$ cat src/rtl/ffba_pkg.sv
// ffba_pkg: shared types and constants for the first-fit block bitmap allocator.
// Beat structs, controller state encoding and default geometry.
// No dependencies.
package ffba_pkg;

	// default geometry; BLOCK_BYTES must be a power of two
	localparam int BLOCK_BYTES_DEF = 65536;
	localparam int HEAP_BLOCKS_DEF = 64;
	localparam int MAX_HEAPS_DEF   = 4;

	localparam int SIZE_W = 32;
	localparam int OFF_W  = 22;
	localparam int HEAP_W = 2;
	localparam int CFG_W  = 3;

	localparam logic [CFG_W-1:0] CFG_HEAPS_RST = 3'd1;

	localparam logic FUNC_ALLOC = 1'b0;
	localparam logic FUNC_FREE  = 1'b1;

	localparam logic STATUS_OK       = 1'b0;
	localparam logic STATUS_NO_SPACE = 1'b1;

	typedef struct packed {
		logic              func;
		logic [SIZE_W-1:0] size_bytes;
		logic [HEAP_W-1:0] heap_index;
		logic [OFF_W-1:0]  byte_offset;
	} req_t;

	typedef struct packed {
		logic              status;
		logic [HEAP_W-1:0] granted_heap;
		logic [OFF_W-1:0]  granted_offset;
	} rsp_t;

	typedef enum logic [2:0] {
		ST_IDLE,
		ST_RD,
		ST_CHK,
		ST_SEL,
		ST_RES
	} state_t;

endpackage

$ cat src/rtl/ffba_map_mem.sv
// ffba_map_mem: used-block bitmap store, one word per heap.
// Synchronous read through a registered read port; per-word valid bits make unwritten words read as free.
// Depends on nothing.
module ffba_map_mem #(
	parameter int WIDTH = 64,
	parameter int DEPTH = 4,
	localparam int AW = (DEPTH > 1) ? $clog2(DEPTH) : 1
) (
	input  logic             clk,
	input  logic             arst_n,
	input  logic [AW-1:0]    raddr,
	output logic [WIDTH-1:0] rdata,
	input  logic             we,
	input  logic [AW-1:0]    waddr,
	input  logic [WIDTH-1:0] wdata
);

	logic [WIDTH-1:0] mem [DEPTH];
	logic [DEPTH-1:0] vld_q;
	logic [WIDTH-1:0] rd_q;
	logic             rvld_q;

	always_ff @(posedge clk) begin
		if (we) begin
			mem[waddr] <= wdata;
		end
		rd_q <= mem[raddr];
	end

	always_ff @(posedge clk or negedge arst_n) begin
		if (!arst_n) begin
			vld_q  <= '0;
			rvld_q <= 1'b0;
		end else begin
			if (we) begin
				vld_q[waddr] <= 1'b1;
			end
			rvld_q <= (32'(raddr) < DEPTH) ? vld_q[raddr] : 1'b0;
		end
	end

	// never-written word reads as all free
	assign rdata = rvld_q ? rd_q : '0;

endmodule

$ cat src/rtl/ffba_run_search.sv
// ffba_run_search: marks every block that starts a run of need free blocks.
// Doubling scheme: runs of 2^k are built by shift-and, then combined per bit of need.
// Depends on nothing.
module ffba_run_search #(
	parameter int WIDTH  = 64,
	parameter int NEED_W = 7
) (
	input  logic [WIDTH-1:0]  used,
	input  logic [NEED_W-1:0] need,
	output logic [WIDTH-1:0]  starts
);

	logic [WIDTH-1:0]  runs;
	logic [WIDTH-1:0]  acc;
	logic [NEED_W-1:0] sh;

	// runs holds "run of 2^k free blocks starts here"; sh is the length already covered.
	// Shifting right brings in zeros, so runs never cross the end of the heap.
	always_comb begin
		runs = ~used;
		acc  = '1;
		sh   = '0;
		for (int k = 0; k < NEED_W; k++) begin
			sh = need & NEED_W'((1 << k) - 1);
			if (need[k]) begin
				acc = acc & (runs >> sh);
			end
			runs = runs & (runs >> (1 << k));
		end
		starts = acc;
	end

endmodule

$ cat src/rtl/first_fit_block_bitmap_allocator_top.sv
// first_fit_block_bitmap_allocator_top: first-fit block allocator over a bitmap per heap.
// Uses ffba_pkg, ffba_map_mem and ffba_run_search.
//
// Each heap is a row of HEAP_BLOCKS blocks of BLOCK_BYTES bytes (a power of two), tracked by
// one used bit per block in a small synchronous memory, one word per heap. An allocate beat
// rounds size_bytes up to whole blocks (at least one), then walks heaps 0 .. heaps_in_use-1
// (clamped to MAX_HEAPS) and grabs the lowest run of enough free blocks, answering with heap
// and byte offset, or status 1 when nothing fits. A free beat clears blocks starting at the
// block holding byte_offset, clipped at the heap end, and always answers status 0 with zero
// heap and offset. One request is in flight at a time; every word is a read-modify-write
// through the memory port, so there is no overlap to forward. Free passes the read,
// clear/write and result states; allocate passes read, run search and select/write per heap
// searched, then result; an oversize request or zero heaps goes straight to result. The next
// request is taken in the cycle after the result is registered, even if that result is still
// waiting on rsp_ready. heaps_in_use is written through cfg_we/cfg_wdata; the user must
// write it only while the block is idle, which the block itself does not enforce. After
// reset every block is free and heaps_in_use is 1; no clearing pass is needed.
module first_fit_block_bitmap_allocator_top #(
	parameter int BLOCK_BYTES = ffba_pkg::BLOCK_BYTES_DEF,
	parameter int HEAP_BLOCKS = ffba_pkg::HEAP_BLOCKS_DEF,
	parameter int MAX_HEAPS   = ffba_pkg::MAX_HEAPS_DEF
) (
	input  logic                       clk,
	input  logic                       arst_n,
	// request channel
	input  logic                       req_valid,
	output logic                       req_ready,
	input  ffba_pkg::req_t             req,
	// response channel
	output logic                       rsp_valid,
	input  logic                       rsp_ready,
	output ffba_pkg::rsp_t             rsp,
	// heaps_in_use register
	input  logic                       cfg_we,
	input  logic [ffba_pkg::CFG_W-1:0] cfg_wdata
);

	localparam int BLOCK_SHIFT = $clog2(BLOCK_BYTES);
	localparam int NEED_W      = $clog2(HEAP_BLOCKS + 1);
	localparam int IDX_W       = $clog2(HEAP_BLOCKS);
	localparam int HIDX_W      = (MAX_HEAPS > 1) ? $clog2(MAX_HEAPS) : 1;
	localparam int HCNT_W      = $clog2(MAX_HEAPS + 1);
	localparam int BLK_W       = ffba_pkg::SIZE_W + 1;
	localparam int END_W       = BLK_W + 1;
	localparam int OFF_W       = ffba_pkg::OFF_W;

	ffba_pkg::state_t state_q, state_d;

	logic [ffba_pkg::CFG_W-1:0] cfg_heaps_q;

	// request context
	logic                   func_q;
	logic [NEED_W-1:0]      need_q;
	logic [HEAP_BLOCKS-1:0] clr_q;
	logic                   fheap_ok_q;
	logic [HIDX_W-1:0]      h_q;
	logic [HCNT_W-1:0]      cnt_q;

	// search stage
	logic [HEAP_BLOCKS-1:0] starts_s1;
	logic [HEAP_BLOCKS-1:0] word_s1;

	ffba_pkg::rsp_t res_q;
	ffba_pkg::rsp_t out_q;
	logic           out_valid_q;

	// request decode
	logic [BLK_W-1:0]       blocks;
	logic [BLK_W-1:0]       blocks_eff;
	logic                   too_big;
	logic [NEED_W-1:0]      need_d;
	logic [OFF_W-1:0]       start_blk;
	logic [END_W-1:0]       end_blk;
	logic [HEAP_BLOCKS-1:0] clr_d;
	logic                   fheap_ok;
	logic [HIDX_W+1:0]      fheap_ext;
	logic [HCNT_W-1:0]      cnt_d;
	logic                   accept;

	// memory and search
	logic [HEAP_BLOCKS-1:0] rword;
	logic [HEAP_BLOCKS-1:0] starts;
	logic                   mem_we;
	logic [HEAP_BLOCKS-1:0] mem_wdata;

	// select
	logic                   found;
	logic [IDX_W-1:0]       p_sel;
	logic [HEAP_BLOCKS-1:0] run_mask;
	logic [OFF_W+IDX_W-1:0] off_ext;
	logic [HIDX_W+1:0]      gh_ext;
	logic                   last_heap;
	logic                   out_load;

	assign accept = req_valid && req_ready;

	// ---- request decode: block count, free range, heap count ----
	always_comb begin
		blocks     = (BLK_W'(req.size_bytes) + BLK_W'(BLOCK_BYTES - 1)) >> BLOCK_SHIFT;
		blocks_eff = (blocks == '0) ? BLK_W'(1) : blocks;
		too_big    = blocks_eff > BLK_W'(HEAP_BLOCKS);
		need_d     = too_big ? '0 : blocks_eff[NEED_W-1:0];
		start_blk  = req.byte_offset >> BLOCK_SHIFT;
		end_blk    = END_W'(start_blk) + END_W'(blocks_eff);
		for (int j = 0; j < HEAP_BLOCKS; j++) begin
			clr_d[j] = (END_W'(j) >= END_W'(start_blk)) && (END_W'(j) < end_blk);
		end
		fheap_ok  = 32'(req.heap_index) < MAX_HEAPS;
		fheap_ext = {{HIDX_W{1'b0}}, req.heap_index};
		cnt_d     = (32'(cfg_heaps_q) >= MAX_HEAPS) ? HCNT_W'(MAX_HEAPS)
		                                            : HCNT_W'(cfg_heaps_q);
	end

	// ---- bitmap store and run search ----
	ffba_map_mem #(
		.WIDTH (HEAP_BLOCKS),
		.DEPTH (MAX_HEAPS)
	) u_mem (
		.clk    (clk),
		.arst_n (arst_n),
		.raddr  (h_q),
		.rdata  (rword),
		.we     (mem_we),
		.waddr  (h_q),
		.wdata  (mem_wdata)
	);

	ffba_run_search #(
		.WIDTH  (HEAP_BLOCKS),
		.NEED_W (NEED_W)
	) u_search (
		.used   (rword),
		.need   (need_q),
		.starts (starts)
	);

	// ---- select: lowest run start, its mask and byte offset ----
	always_comb begin
		found = |starts_s1;
		p_sel = '0;
		for (int j = HEAP_BLOCKS - 1; j >= 0; j--) begin
			if (starts_s1[j]) begin
				p_sel = IDX_W'(j);
			end
		end
		for (int j = 0; j < HEAP_BLOCKS; j++) begin
			run_mask[j] = (32'(j) >= 32'(p_sel)) && (32'(j) < 32'(p_sel) + 32'(need_q));
		end
		off_ext   = {{OFF_W{1'b0}}, p_sel} << BLOCK_SHIFT;
		gh_ext    = {2'b00, h_q};
		last_heap = (32'(h_q) + 32'd1) >= 32'(cnt_q);
	end

	// ---- controller: next state and outputs ----
	always_comb begin
		state_d   = state_q;
		req_ready = 1'b0;
		mem_we    = 1'b0;
		mem_wdata = word_s1 | run_mask;
		out_load  = 1'b0;
		case (state_q)
			ffba_pkg::ST_IDLE: begin
				req_ready = 1'b1;
				if (req_valid) begin
					if (req.func == ffba_pkg::FUNC_FREE) begin
						state_d = ffba_pkg::ST_RD;
					end else if (too_big || cnt_d == '0) begin
						state_d = ffba_pkg::ST_RES;
					end else begin
						state_d = ffba_pkg::ST_RD;
					end
				end
			end
			ffba_pkg::ST_RD: begin
				state_d = ffba_pkg::ST_CHK;
			end
			ffba_pkg::ST_CHK: begin
				if (func_q == ffba_pkg::FUNC_FREE) begin
					mem_we    = fheap_ok_q;
					mem_wdata = rword & ~clr_q;
					state_d   = ffba_pkg::ST_RES;
				end else begin
					state_d = ffba_pkg::ST_SEL;
				end
			end
			ffba_pkg::ST_SEL: begin
				if (found) begin
					mem_we  = 1'b1;
					state_d = ffba_pkg::ST_RES;
				end else if (last_heap) begin
					state_d = ffba_pkg::ST_RES;
				end else begin
					state_d = ffba_pkg::ST_RD;
				end
			end
			ffba_pkg::ST_RES: begin
				if (!out_valid_q || rsp_ready) begin
					out_load = 1'b1;
					state_d  = ffba_pkg::ST_IDLE;
				end
			end
			default: begin
				state_d = ffba_pkg::ST_IDLE;
			end
		endcase
	end

	always_ff @(posedge clk or negedge arst_n) begin
		if (!arst_n) begin
			state_q     <= ffba_pkg::ST_IDLE;
			cfg_heaps_q <= ffba_pkg::CFG_HEAPS_RST;
			out_valid_q <= 1'b0;
		end else begin
			state_q <= state_d;
			if (cfg_we) begin
				cfg_heaps_q <= cfg_wdata;
			end
			if (out_load) begin
				out_valid_q <= 1'b1;
			end else if (rsp_ready) begin
				out_valid_q <= 1'b0;
			end
		end
	end

	// ---- datapath registers ----
	always_ff @(posedge clk) begin
		if (accept) begin
			func_q     <= req.func;
			need_q     <= need_d;
			clr_q      <= clr_d;
			fheap_ok_q <= fheap_ok;
			cnt_q      <= cnt_d;
			// free works on the named heap; allocate walks from heap 0
			h_q        <= (req.func == ffba_pkg::FUNC_FREE) ? fheap_ext[HIDX_W-1:0] : '0;
			// default answer: free success, or allocate failure unless a run is found
			res_q.status         <= (req.func == ffba_pkg::FUNC_FREE) ? ffba_pkg::STATUS_OK
			                                                          : ffba_pkg::STATUS_NO_SPACE;
			res_q.granted_heap   <= '0;
			res_q.granted_offset <= '0;
		end
		if (state_q == ffba_pkg::ST_CHK) begin
			starts_s1 <= starts;
			word_s1   <= rword;
		end
		if (state_q == ffba_pkg::ST_SEL) begin
			if (found) begin
				res_q.status         <= ffba_pkg::STATUS_OK;
				res_q.granted_heap   <= gh_ext[1:0];
				res_q.granted_offset <= off_ext[OFF_W-1:0];
			end else if (!last_heap) begin
				h_q <= h_q + HIDX_W'(1);
			end
		end
		if (out_load) begin
			out_q <= res_q;
		end
	end

	assign rsp_valid = out_valid_q;
	assign rsp       = out_q;

endmodule

$ cat config.mk
export PLATFORM = sky130hd
export DESIGN_NAME = first_fit_block_bitmap_allocator_top
export DESIGN_NICKNAME = d
export VERILOG_FILES = /design/src/rtl/ffba_pkg.sv /design/src/rtl/ffba_map_mem.sv /design/src/rtl/ffba_run_search.sv /design/src/rtl/first_fit_block_bitmap_allocator_top.sv
export SDC_FILE = /design/constraint.sdc
export NUM_CORES = 2
export LEC_CHECK = 0
export BUFFER_PORTS_ARGS = -buffer_cell sky130_fd_sc_hd__buf_4
export CAP_MARGIN = 20
export CORE_AREA = 2 2 283 285
export CTS_BUF_LIST = sky130_fd_sc_hd__clkbuf_2 sky130_fd_sc_hd__clkbuf_4 sky130_fd_sc_hd__clkbuf_8
export CTS_CLUSTER_SIZE = 28
export DETAILED_ROUTE_END_ITERATION = 8
export DIE_AREA = 0 0 285 287
export PLACE_DENSITY = 0.63
export SYNTH_ARGS = -nofsm -noshare
export SYNTH_HDL_FRONTEND = slang
export SYNTH_SLANG_ARGS = --single-unit
$ cat constraint.sdc
create_clock -name clk -period 39.6 [get_ports clk]
set_clock_uncertainty 0.1 [all_clocks]
set_input_delay 5.94 -clock clk [delete_from_list [all_inputs] [get_ports clk]]
set_output_delay 5.94 -clock clk [all_outputs]
set_load 0.02 [all_outputs]
==> metrics.cfg <==
[cells_and_area]
final_core_util = 0.494
final_cell_mix = edfxtp_1, nand2_1, o21ai_0
layout-drive-gt1-share = 0.156
layout.cells.most_common = edfxtp_1
syn_to_final_growth_pct = 10.2
final_nets = 3525

[grt]
antenna_found_initial = 6
grt_start_max_net_pins = 172
grt_overflow_total = 0
grtUsageMet1 = 0.421
grt_use_total = 0.318
grt_use_met2 = 0.479
grt-busiest-layer = met2
grt_pass1_wl_um = 192000
met3_usage = 0.0898
grt_pass1_vias = 28500

[floorplan]
floorplan.initialDensity = 0.449
rows = 103
io_pins = 92
die_h_um = 287
die_w_um = 285
dieArea_sq_mm = 0.0818
fp.coreArea_sq_mm = 0.0786

[drt]
drt_iter0_drc = 4466
drtAntennaViolNets = 0
routed_via_density = 6.74
drt_first_pass_iters = 7
wirelength_um = 133000
post_drt_wl_per_cell_um = 29.1
vias = 30800
drc_errors = 0

[timing]
hold_ws_ns = 0.322
setup_viol = 0
tns_ns = 0
worstMarginPinSlew_ns = 1.22
fin_crit_ns = 10.91
hold_viol_final = 0
max_freq_mhz = 91.7
slew_viol_final = 0
fin_ws_ns = 28.69
rsz0062_at_grt = no
post-route-period-util = 0.275
slew_headroom = 0.166

[synthesis]
synth.distinct_cells = 97
synth.avg_cell_area_sq_um = 10.2
synthArstFlopShare = 0.0204
synth_edf_count = 484
ys_seq_area_frac = 0.472
synth-compound-area-share = 0.219
yosysWarnings = 0
synth-simple-area-share = 0.151
yosys-mux-area-fraction = 0.101
netlist_area_sq_mm = 0.0353
ys_ff_latch = 587
syn_nets = 3541
netlist_instances = 3456
synth_fa_ha_area_frac = 0.00752
synth_xor_area_frac = 0.00472
synth-main-ff-cell = edfxtp_1
synth_top_family_by_area = compound AO/OA/AOI/OAI gates

[clock_tree]
clk_pin_slew_worst_paths_ns = 0.06
root_buffer = clkbuf_8
cts_tree = built
cts-resized-gates = 0
cts.sinks = 587
worstSkewPairLatency_ns = 0.71
cts_post_setup_buffers_inserted = 0
cts-hold-fix-buffers = 0
cts_buffer_depth = 3
cts_buffers = 94
cts_max_level = 3

[placement]
hpwl_um = 97100
routabilityCongestion = 1.02
post-place-ws_ns = 28.04
io_buffers = 75

[worst_setup_path]
cp.arrival_ns = 11.15
critPathCaptureType = flip-flop
start_kind = input port
critical-path-slowest-cell = a21boi_0
path_buf_inv = 3
crit_required_ns = 39.85
slowest_delay_ns = 0.58
path_class = input port to flip-flop
cp_cell_sequence = buf_4, nor4_1, a41o_1, nor4_1, a21bo_2, a21oi_1, nand2_1, o21ai_0, ha_1, inv_1, fa_1, nor2b_1, o21ai_0, a21boi_0, o22ai_1, o41a_1, a211oi_4, buf_4, a31oi_1
cp_max_fo = 61
cp_top_family = compound AO/OA/AOI/OAI gates

[flow_run]
cap_viol_max_count = 0

[power_and_ir_drop]
p_leak_nw = 13.2
finalPower_mw = 2.88
peakVddDrop_v = 0.0000335
power_density_mw_per_mm2 = 74.1

[run_status]
status = finished clean

[hold_path]
hold_class = flip-flop to flip-flop

-- worst register-to-register path, stage by stage (launching register included) --
cell and delay (ns):
edfxtp_1 0.47, nor4_1 0.68, o21ai_0 0.29, a22oi_1 0.79, nand3_1 0.15, buf_4 0.23, inv_1 0.31, ha_1 0.37
a21oi_1 0.56, a21oi_1 0.21, a2111oi_4 0.66, mux2i_4 0.31, buf_4 0.41, nand3_1 0.28, o31ai_1 0.66
-- worst paths after layout --
| check | cells after the start | endpoint | slack [ns] | startpoint |
|---|---|---|---|---|
| max | 19 | clr_q[27] | 28.69 | req[36] |
| min | 0 | rsp[20] | 0.32 | res_q[20] |
| max reg2reg | 14 | u_mem.mem[2][33] | 32.85 | starts_s1[8] |
| min reg2reg | 0 | rsp[20] | 0.32 | res_q[20] |
| max in group asynchronous | 1 | cfg_heaps_q[0] | 34.18 | arst_n |
| min in group asynchronous | 1 | state_q[2] | 4.98 | arst_n |
-- area by class of cell --
class,count,area [sq um]
Antenna cell,8,20.0
Clock buffer,143,1720
Clock inverter,31,345
Fill cell,7362,39700
Inverter,110,420
Multi-Input combinational cell,2480,17100
Sequential cell,587,16700
Tap cell,1050,1310
Timing Repair Buffer,167,1270
-- power breakdown --
| group | total (mW) | leakage (nW) | internal [mW] | switching, mW |
|---|---|---|---|---|
| clock network | 0.559 | 1.08 | 0.314 | 0.245 |
| logic | 1.28 | 6.85 | 0.383 | 0.893 |
| registers | 1.05 | 5.27 | 0.858 | 0.189 |
-- state kept, by name, summed over array words and instances, names as in the netlist, 7 cells and up --
name,count
starts_s1,64
rsp,25
clr_q,64
u_mem.mem,256
need_q,7
word_s1,64
u_mem.rd_q,64
res_q,25
-- synth_stat cells (14+ instances only) --
cell type,number,area share
mux4_2,108,0.069
a221oi_1,16,0.0040
o21ai_1,16,0.0023
nand4_1,49,0.0087
a21oi_1,209,0.030
or3_1,28,0.0050
o22ai_1,33,0.0059
a211oi_1,51,0.011
a22oi_1,45,0.0096
a2111oi_0,19,0.0047
o221ai_1,14,0.0035
nand2b_1,25,0.0044
nand3_1,70,0.0099
buf_2,29,0.0041
a21o_1,19,0.0040
and2_1,18,0.0032
ha_1,18,0.0064
nor3_1,131,0.019
nand2_1,364,0.039
edfxtp_1,484,0.41
and3_1,27,0.0048
a311oi_1,18,0.0045
o21a_1,22,0.0047
o21ai_0,268,0.038
o41ai_2,25,0.012
mux2_2,23,0.0073
o31ai_1,43,0.0092
or4_1,18,0.0038
o41ai_1,29,0.0072
nor4_1,45,0.0080
clkbuf_1,197,0.021
dfxtp_1,91,0.052
a31oi_1,67,0.012
xnor2_1,14,0.0035
o41a_1,35,0.011
nor2b_1,22,0.0039
mux2i_1,83,0.024
buf_1,40,0.0043
o211ai_1,39,0.0083
inv_1,107,0.011
nor2_1,267,0.028
or2_2,18,0.0032
-- stage by stage --
step | instance area [sq um] | instances
floorplan | 35300 | 3456
global placement | 36700 | 4387
detailed placement | 36800 | 4389
CTS | 38800 | 4563
global route | 38900 | 4570
finish | 38900 | 4576
-- cell families (layout without fill, tap and decap cells) --
| kind of cell | count (synthesis) | in the layout |
|---|---|---|
| and+or+nand+nor | 1126 | 1126 |
| AOI/OAI and AO/OA | 1099 | 1099 |
| DFF | 587 | 587 |
| buffers and inverters | 389 | 451 |
| muxes | 216 | 216 |
| adders and majority gates | 20 | 20 |
| xor gates and xnor gates | 19 | 19 |
| other | 0 | 8 |
-- routing by layer --
layer  routed length, um  vias up
met3               15100      361
met1               52100    15000
met5                  57        -
met2               58900     1906
li1                    -    13600
met4                7060        4
(Power assumes the default switching activity.)
